## src/rk4p_pkg.sv

```systemverilog
// Package for the RK4 pendulum integrator: payload types, datapath commands,
// fixed-point constants, saturation and the CORDIC arctangent table.
// No dependencies.
package rk4p_pkg;

   localparam int DATA_WIDTH   = 32;
   localparam int FRAC_BITS    = 28;
   localparam int CORDIC_ITERS = 30;
   localparam int MUL_A_W      = 34;
   localparam int MUL_B_W      = 32;
   localparam int PROD_W       = MUL_A_W + MUL_B_W;
   localparam int WIDE_W       = 48;
   localparam int CORDIC_W     = 34;

   // one sixth as (2^33 + RECIP6_LO) / 2^36, exact for dividends below 2^35
   localparam logic [MUL_B_W-1:0] RECIP6_LO       = 32'hAAAAAAAB;
   localparam int                 RECIP6_HI_SHIFT = 33;
   localparam int                 RECIP6_SHIFT    = 36;

   localparam logic [31:0] OMEGA_RESET = 32'd2630667468;
   localparam logic [23:0] STEP_RESET  = 24'd1677722;

   localparam logic signed [CORDIC_W-1:0] PI_FX     = 34'sd843314857;
   localparam logic signed [CORDIC_W-1:0] HALF_PI   = 34'sd421657428;
   localparam logic signed [CORDIC_W-1:0] TWO_PI    = 34'sd1686629713;
   localparam logic signed [CORDIC_W-1:0] GAIN_Q30  = 34'sd652032874;

   localparam logic [0:0] CSR_OMEGA = 1'b0;
   localparam logic [0:0] CSR_STEP  = 1'b1;

   localparam logic OPC_LOAD = 1'b0;
   localparam logic OPC_STEP = 1'b1;

   typedef struct packed {
      logic               opcode;
      logic signed [31:0] initial_angle;
      logic signed [31:0] initial_velocity;
   } req_type;

   typedef struct packed {
      logic [31:0]        step_index;
      logic signed [31:0] angle_out;
      logic signed [31:0] velocity_out;
   } rsp_type;

   typedef enum logic [3:0] {
      OP_IDLE, OP_LOAD, OP_START, OP_TA_MUL, OP_TA_ADD, OP_TV_MUL, OP_TV_ADD,
      OP_SIN_INIT, OP_SIN_ITER, OP_ACC_MUL, OP_ACC_ST, OP_FA_MUL, OP_FV_MUL,
      OP_DIV, OP_FA_ST, OP_FV_ST
   } dp_op_type;

   typedef struct packed {
      dp_op_type  op;
      logic [1:0] stage;
      logic [4:0] iter;
   } dp_cmd_type;

   function automatic logic signed [DATA_WIDTH-1:0] sat(input logic signed [WIDE_W-1:0] v);
      logic signed [WIDE_W-1:0] hi;
      logic signed [WIDE_W-1:0] lo;
      hi = {{(WIDE_W-DATA_WIDTH+1){1'b0}}, {(DATA_WIDTH-1){1'b1}}};
      lo = ~hi;
      if (v > hi) begin
         return hi[DATA_WIDTH-1:0];
      end else if (v < lo) begin
         return lo[DATA_WIDTH-1:0];
      end
      return v[DATA_WIDTH-1:0];
   endfunction

   function automatic logic signed [CORDIC_W-1:0] atan_q30(input logic [4:0] i);
      case (i)
         5'd0:    return 34'sd843314857;
         5'd1:    return 34'sd497837829;
         5'd2:    return 34'sd263043837;
         5'd3:    return 34'sd133525159;
         5'd4:    return 34'sd67021687;
         5'd5:    return 34'sd33543516;
         5'd6:    return 34'sd16775851;
         5'd7:    return 34'sd8388437;
         5'd8:    return 34'sd4194283;
         5'd9:    return 34'sd2097149;
         default: return CORDIC_W'(34'sd1048576 >>> (i - 5'd10));
      endcase
   endfunction

endpackage

```

## src/rk4p_ctrl.sv

```systemverilog
// Sequencer for the RK4 pendulum integrator: handshakes and step schedule.
// Depends on rk4p_pkg; drives rk4p_dp through a command struct.
module rk4p_ctrl (
   input  logic               clock,
   input  logic               reset,
   input  logic               req_valid,
   output logic               req_ready,
   input  logic               req_opcode,
   output logic               rsp_valid,
   input  logic               rsp_ready,
   output rk4p_pkg::dp_cmd_type cmd
);

   typedef enum logic [14:0] {
      S_IDLE     = 15'b000000000000001,
      S_TA_MUL   = 15'b000000000000010,
      S_TA_ADD   = 15'b000000000000100,
      S_TV_MUL   = 15'b000000000001000,
      S_TV_ADD   = 15'b000000000010000,
      S_SIN_INIT = 15'b000000000100000,
      S_SIN_ITER = 15'b000000001000000,
      S_ACC_MUL  = 15'b000000010000000,
      S_ACC_ST   = 15'b000000100000000,
      S_FA_MUL   = 15'b000001000000000,
      S_FA_DIV   = 15'b000010000000000,
      S_FA_ST    = 15'b000100000000000,
      S_FV_MUL   = 15'b001000000000000,
      S_FV_DIV   = 15'b010000000000000,
      S_FV_ST    = 15'b100000000000000
   } state_type;

   state_type  state_ff, state_in;
   logic [1:0] stage_ff, stage_in;
   logic [4:0] iter_ff, iter_in;
   logic       rsp_valid_ff, rsp_valid_in;
   logic       accept;

   assign req_ready = (state_ff == S_IDLE) && (!rsp_valid_ff || rsp_ready);
   assign accept    = req_valid && req_ready;
   assign rsp_valid = rsp_valid_ff;

   always_comb begin
      state_in     = state_ff;
      stage_in     = stage_ff;
      iter_in      = iter_ff;
      rsp_valid_in = rsp_valid_ff && !rsp_ready;
      cmd.op       = rk4p_pkg::OP_IDLE;
      cmd.stage    = stage_ff;
      cmd.iter     = iter_ff;
      unique case (state_ff)
         S_IDLE: begin
            if (accept) begin
               if (req_opcode == rk4p_pkg::OPC_LOAD) begin
                  cmd.op = rk4p_pkg::OP_LOAD;
               end else begin
                  cmd.op       = rk4p_pkg::OP_START;
                  rsp_valid_in = 1'b1;
                  stage_in     = 2'd0;
                  state_in     = S_SIN_INIT;
               end
            end
         end
         S_TA_MUL: begin
            cmd.op   = rk4p_pkg::OP_TA_MUL;
            state_in = S_TA_ADD;
         end
         S_TA_ADD: begin
            cmd.op   = rk4p_pkg::OP_TA_ADD;
            state_in = S_TV_MUL;
         end
         S_TV_MUL: begin
            cmd.op   = rk4p_pkg::OP_TV_MUL;
            state_in = S_TV_ADD;
         end
         S_TV_ADD: begin
            cmd.op   = rk4p_pkg::OP_TV_ADD;
            state_in = S_SIN_INIT;
         end
         S_SIN_INIT: begin
            cmd.op   = rk4p_pkg::OP_SIN_INIT;
            iter_in  = 5'd0;
            state_in = S_SIN_ITER;
         end
         S_SIN_ITER: begin
            cmd.op  = rk4p_pkg::OP_SIN_ITER;
            iter_in = iter_ff + 5'd1;
            if (iter_ff == 5'(rk4p_pkg::CORDIC_ITERS - 1)) begin
               state_in = S_ACC_MUL;
            end
         end
         S_ACC_MUL: begin
            cmd.op   = rk4p_pkg::OP_ACC_MUL;
            state_in = S_ACC_ST;
         end
         S_ACC_ST: begin
            cmd.op = rk4p_pkg::OP_ACC_ST;
            if (stage_ff == 2'd3) begin
               state_in = S_FA_MUL;
            end else begin
               stage_in = stage_ff + 2'd1;
               state_in = S_TA_MUL;
            end
         end
         S_FA_MUL: begin
            cmd.op   = rk4p_pkg::OP_FA_MUL;
            state_in = S_FA_DIV;
         end
         S_FA_DIV: begin
            cmd.op   = rk4p_pkg::OP_DIV;
            state_in = S_FA_ST;
         end
         S_FA_ST: begin
            cmd.op   = rk4p_pkg::OP_FA_ST;
            state_in = S_FV_MUL;
         end
         S_FV_MUL: begin
            cmd.op   = rk4p_pkg::OP_FV_MUL;
            state_in = S_FV_DIV;
         end
         S_FV_DIV: begin
            cmd.op   = rk4p_pkg::OP_DIV;
            state_in = S_FV_ST;
         end
         S_FV_ST: begin
            cmd.op   = rk4p_pkg::OP_FV_ST;
            state_in = S_IDLE;
         end
         default: begin
            state_in = S_IDLE;
         end
      endcase
   end

   always_ff @(posedge clock) begin
      if (reset) begin
         state_ff     <= S_IDLE;
         stage_ff     <= 2'd0;
         iter_ff      <= 5'd0;
         rsp_valid_ff <= 1'b0;
      end else begin
         state_ff     <= state_in;
         stage_ff     <= stage_in;
         iter_ff      <= iter_in;
         rsp_valid_ff <= rsp_valid_in;
      end
   end

endmodule

```

## config.mk

```make
export PLATFORM = sky130hd
export DESIGN_NAME = rk4p_ctrl
export DESIGN_NICKNAME = d
export VERILOG_FILES = /design/src/rk4p_pkg.sv /design/src/rk4p_ctrl.sv
export SDC_FILE = /design/constraint.sdc
export NUM_CORES = 1
export LEC_CHECK = 0
export BUFFER_PORTS_ARGS = -buffer_cell sky130_fd_sc_hd__buf_4
export CAP_MARGIN = 20
export CORE_MARGIN = 4
export CORE_UTILIZATION = 45
export CTS_BUF_LIST = sky130_fd_sc_hd__clkbuf_8
export CTS_CLUSTER_DIAMETER = 120
export DETAILED_ROUTE_END_ITERATION = 8
export SLEW_MARGIN = 20
export SYNTH_ARGS = -nofsm -noshare
export SYNTH_HDL_FRONTEND = slang
export SYNTH_SLANG_ARGS = --single-unit
```

## constraint.sdc

```tcl
create_clock -name clock -period 4.7 [get_ports clock]
set_clock_uncertainty 0.15 [all_clocks]
set_input_delay 0.235 -clock clock [delete_from_list [all_inputs] [get_ports clock]]
set_output_delay 0.235 -clock clock [all_outputs]
set_load 0.05 [all_outputs]
```

==> qor.json <==
{
  "clock-root-buffer": "sky130_fd_sc_hd__clkbuf_8",
  "io_pins": 18,
  "postRouteAntennaNets": 0,
  "grt_setup_unrepaired": "no",
  "arrival_ps": 2440,
  "io_buffers": 17,
  "outcome": "finished, final reports clean",
  "worstMarginPinSlew_ps": 647,
  "setup_violations": 0,
  "drive_above_1_share_pct": 15.9,
  "wl_mm": 3.39,
  "yosys.area.top_type": "sky130_fd_sc_hd__dfxtp_1",
  "dp_hpwl_mm": 2.53,
  "cap_violations": 0,
  "cts_max_path_buffers": 2,
  "crit_type": "flop to primary output",
  "ctsResizeCount": 0,
  "number_of_buffers_created_by_cts": 3,
  "globalplace.congestion": 0.904,
  "area_growth_syn_to_layout_pct": 12.1,
  "postSynthAreaPerCell_um2": 8.46,
  "timing.critical_path.required_ps": 4320,
  "die-area_um2": 4120,
  "synthDominantCellAreaShare_pct": 32.4,
  "period_share_pct": 60.1,
  "syn_area_um2": 1420,
  "timing.critical_path.from_type": "flop",
  "die_height_um": 64.2,
  "globalRouteTotalUtil_pct": 17.9,
  "fp.coreArea_um2": 3030,
  "global_route_wire_length_before_repair_mm": 5.78,
  "core.rowCount": 20,
  "via_count_of_the_first_global_routing_pass": 1167,
  "cts_hold_buf": 0,
  "ir_drop_v": 0.000154,
  "hold_start": "req_valid",
  "floorplan.initialDensity_pct": 46.9,
  "worst-path-max-fanout": 8,
  "filler_cell_count": 284,
  "fin_setup_tns_ps": 0,
  "cts.htree.levels": 1,
  "cts_tree": "yes",
  "static_leakage_nw": 0.571,
  "synth_edf_count": 0,
  "power.total_uw": 484,
  "timing.critical_path.to_type": "primary output",
  "post-route-min-period_ps": 2830,
  "timing.final.max_slew_violations": 0,
  "max-slew-margin-rel_pct": 56.5,
  "worst_r2r_startpoint": "state_ff[8]$_SDFFE_PP0P_",
  "post_synth_inst_count": 168,
  "synth_seq_area_share_pct": 32.4,
  "drtPass1Iterations": 4,
  "final-hold-violation-count": 0,
  "synth_cell_type_count": 51,
  "ys_async_rst_share_pct": 0,
  "dieWidth_um": 64.2,
  "fmaxAchievable_mhz": 354,
  "mostFrequentLayoutCells": "23 x sky130_fd_sc_hd__dfxtp_1, 17 x sky130_fd_sc_hd__buf_4, 12 x sky130_fd_sc_hd__nor2_1",
  "setup.worst_path.start": "state_ff[8]$_SDFFE_PP0P_",
  "vias": 1314,
  "clock-sinks": 23,
  "syn-num-nets": 176,
  "num_antenna_cells": 0,
  "hold_wc_path_type": "input port to flop",
  "grt_antenna_before_repair": 0,
  "path_clk_slew_ps": 90,
  "wire_per_inst_um": 15.4,
  "drc": 0,
  "detail_route.iter0.violations": 71,
  "routed_via_density": 5.97,
  "power.density_cell_area_nw_per_um2": 304,
  "postSynthRegisterBits": 23,
  "synth-warning-count": 0,
  "clk_latency_ps": 270,
  "grt.overflow.total": 0,
  "cts_setup_buffers": 0,
  "grt_max_degree": 15,
  "synth.area.top_cells": "sky130_fd_sc_hd__dfxtp_1 32%, sky130_fd_sc_hd__nor4_1 4.4%, sky130_fd_sc_hd__xnor2_1 4.3%, sky130_fd_sc_hd__nor2_1 3.2%, sky130_fd_sc_hd__nor2b_1 3.1%",
  "fin_nets": 185,
  "synth_ff_type": "sky130_fd_sc_hd__dfxtp_1",
  "final_common_cell": "sky130_fd_sc_hd__dfxtp_1"
}
==> final cells by class <==
class	count	area, um2	share of cell area (%)
clock buffer	3	41.3	2.59
clock inverter	1	5.00	0.314
sequential	23	460	28.9
multi-input combinational	126	881	55.3
tap	44	55.1	3.46
inverter	6	22.5	1.41
timing repair buffer	17	128	8.01
==> worst max-delay path, cell delays in order, from the launching register on <==
cell and delay, ps:
sky130_fd_sc_hd__dfxtp_1 390, sky130_fd_sc_hd__or4_4 610, sky130_fd_sc_hd__nor4_2 410, sky130_fd_sc_hd__nand4_1 180
sky130_fd_sc_hd__o311ai_0 190, sky130_fd_sc_hd__a311o_1 190, sky130_fd_sc_hd__buf_4 200
==> final timing paths <==
kind / endpoint / slack, ps / cells after the start
hold / removal: rsp_valid$_SDFF_PP0_ / 80 / 3
setup / recovery: cmd[8] / 1870 / 6
setup reg to reg: stage_ff[1]$_SDFFE_PP0P_ / 2390 / 5
hold reg to reg: stage_ff[0]$_SDFFE_PP0P_ / 370 / 2
==> Yosys cell counts (4+ instances only) <==
cell type and count:
sky130_fd_sc_hd__clkbuf_1 10, sky130_fd_sc_hd__dfxtp_1 23, sky130_fd_sc_hd__inv_1 6, sky130_fd_sc_hd__nand2_1 10, sky130_fd_sc_hd__nand2b_1 4, sky130_fd_sc_hd__nand3_1 4
sky130_fd_sc_hd__nand4_1 5, sky130_fd_sc_hd__nor2_1 12, sky130_fd_sc_hd__nor2b_1 7, sky130_fd_sc_hd__nor3_1 7, sky130_fd_sc_hd__nor4_1 10, sky130_fd_sc_hd__nor4b_1 4
sky130_fd_sc_hd__xnor2_1 7
==> per-layer routing <==
metal	global-route usage [%]	vias to the layer above	part of all wire (%)
met5	0	-	0
met4	7.92	0	1.6
met3	3.69	5	8.2
met2	24.5	53	42
met1	26.4	609	49
li1	-	647	-
==> sequential cells by signal (all words and copies together), names as in the netlist <==
register / flops
stage_ff: 2
state_ff: 15
iter_ff: 5
rsp_valid: 1
==> kinds of logic after synthesis <==
group                    after synthesis  synth area share [%]
XOR/XNOR                               9                  5.55
buffers and inverters                 19                  5.63
flip-flops                            23                  32.4
AND/OR/NAND/NOR                       85                  37.8
AO/OA/AOI/OAI                         28                  15.3
adder cells (fa/ha/maj)                3                  2.64
multiplexers                           1                 0.704
==> per-stage QoR <==
step           area (um2)  setup slack (ps)  hold slack, ps  util [%]  instances
2_1_floorplan        1420              1600             157         -        168
3_5_place_dp         1550              2170             360      51.1        216
6_report             1590              1870            77.6      52.6        220
4_1_cts              1590              1860            74.5      52.6        220
5_1_grt              1590              1690             110      52.6        220
3_3_place_gp         1550              2240             354      51.1        216
==> report_power, final <==
part | internal [mW] | switching [mW] | leakage (nW) | total, mW
logic | 0.0494 | 0.0957 | 0.360 | 0.145
clock network | 0.0594 | 0.0676 | 0.0255 | 0.127
registers | 0.200 | 0.0119 | 0.186 | 0.212
total | 0.309 | 0.175 | 0.571 | 0.484
Power figures use the tool's default switching activity.
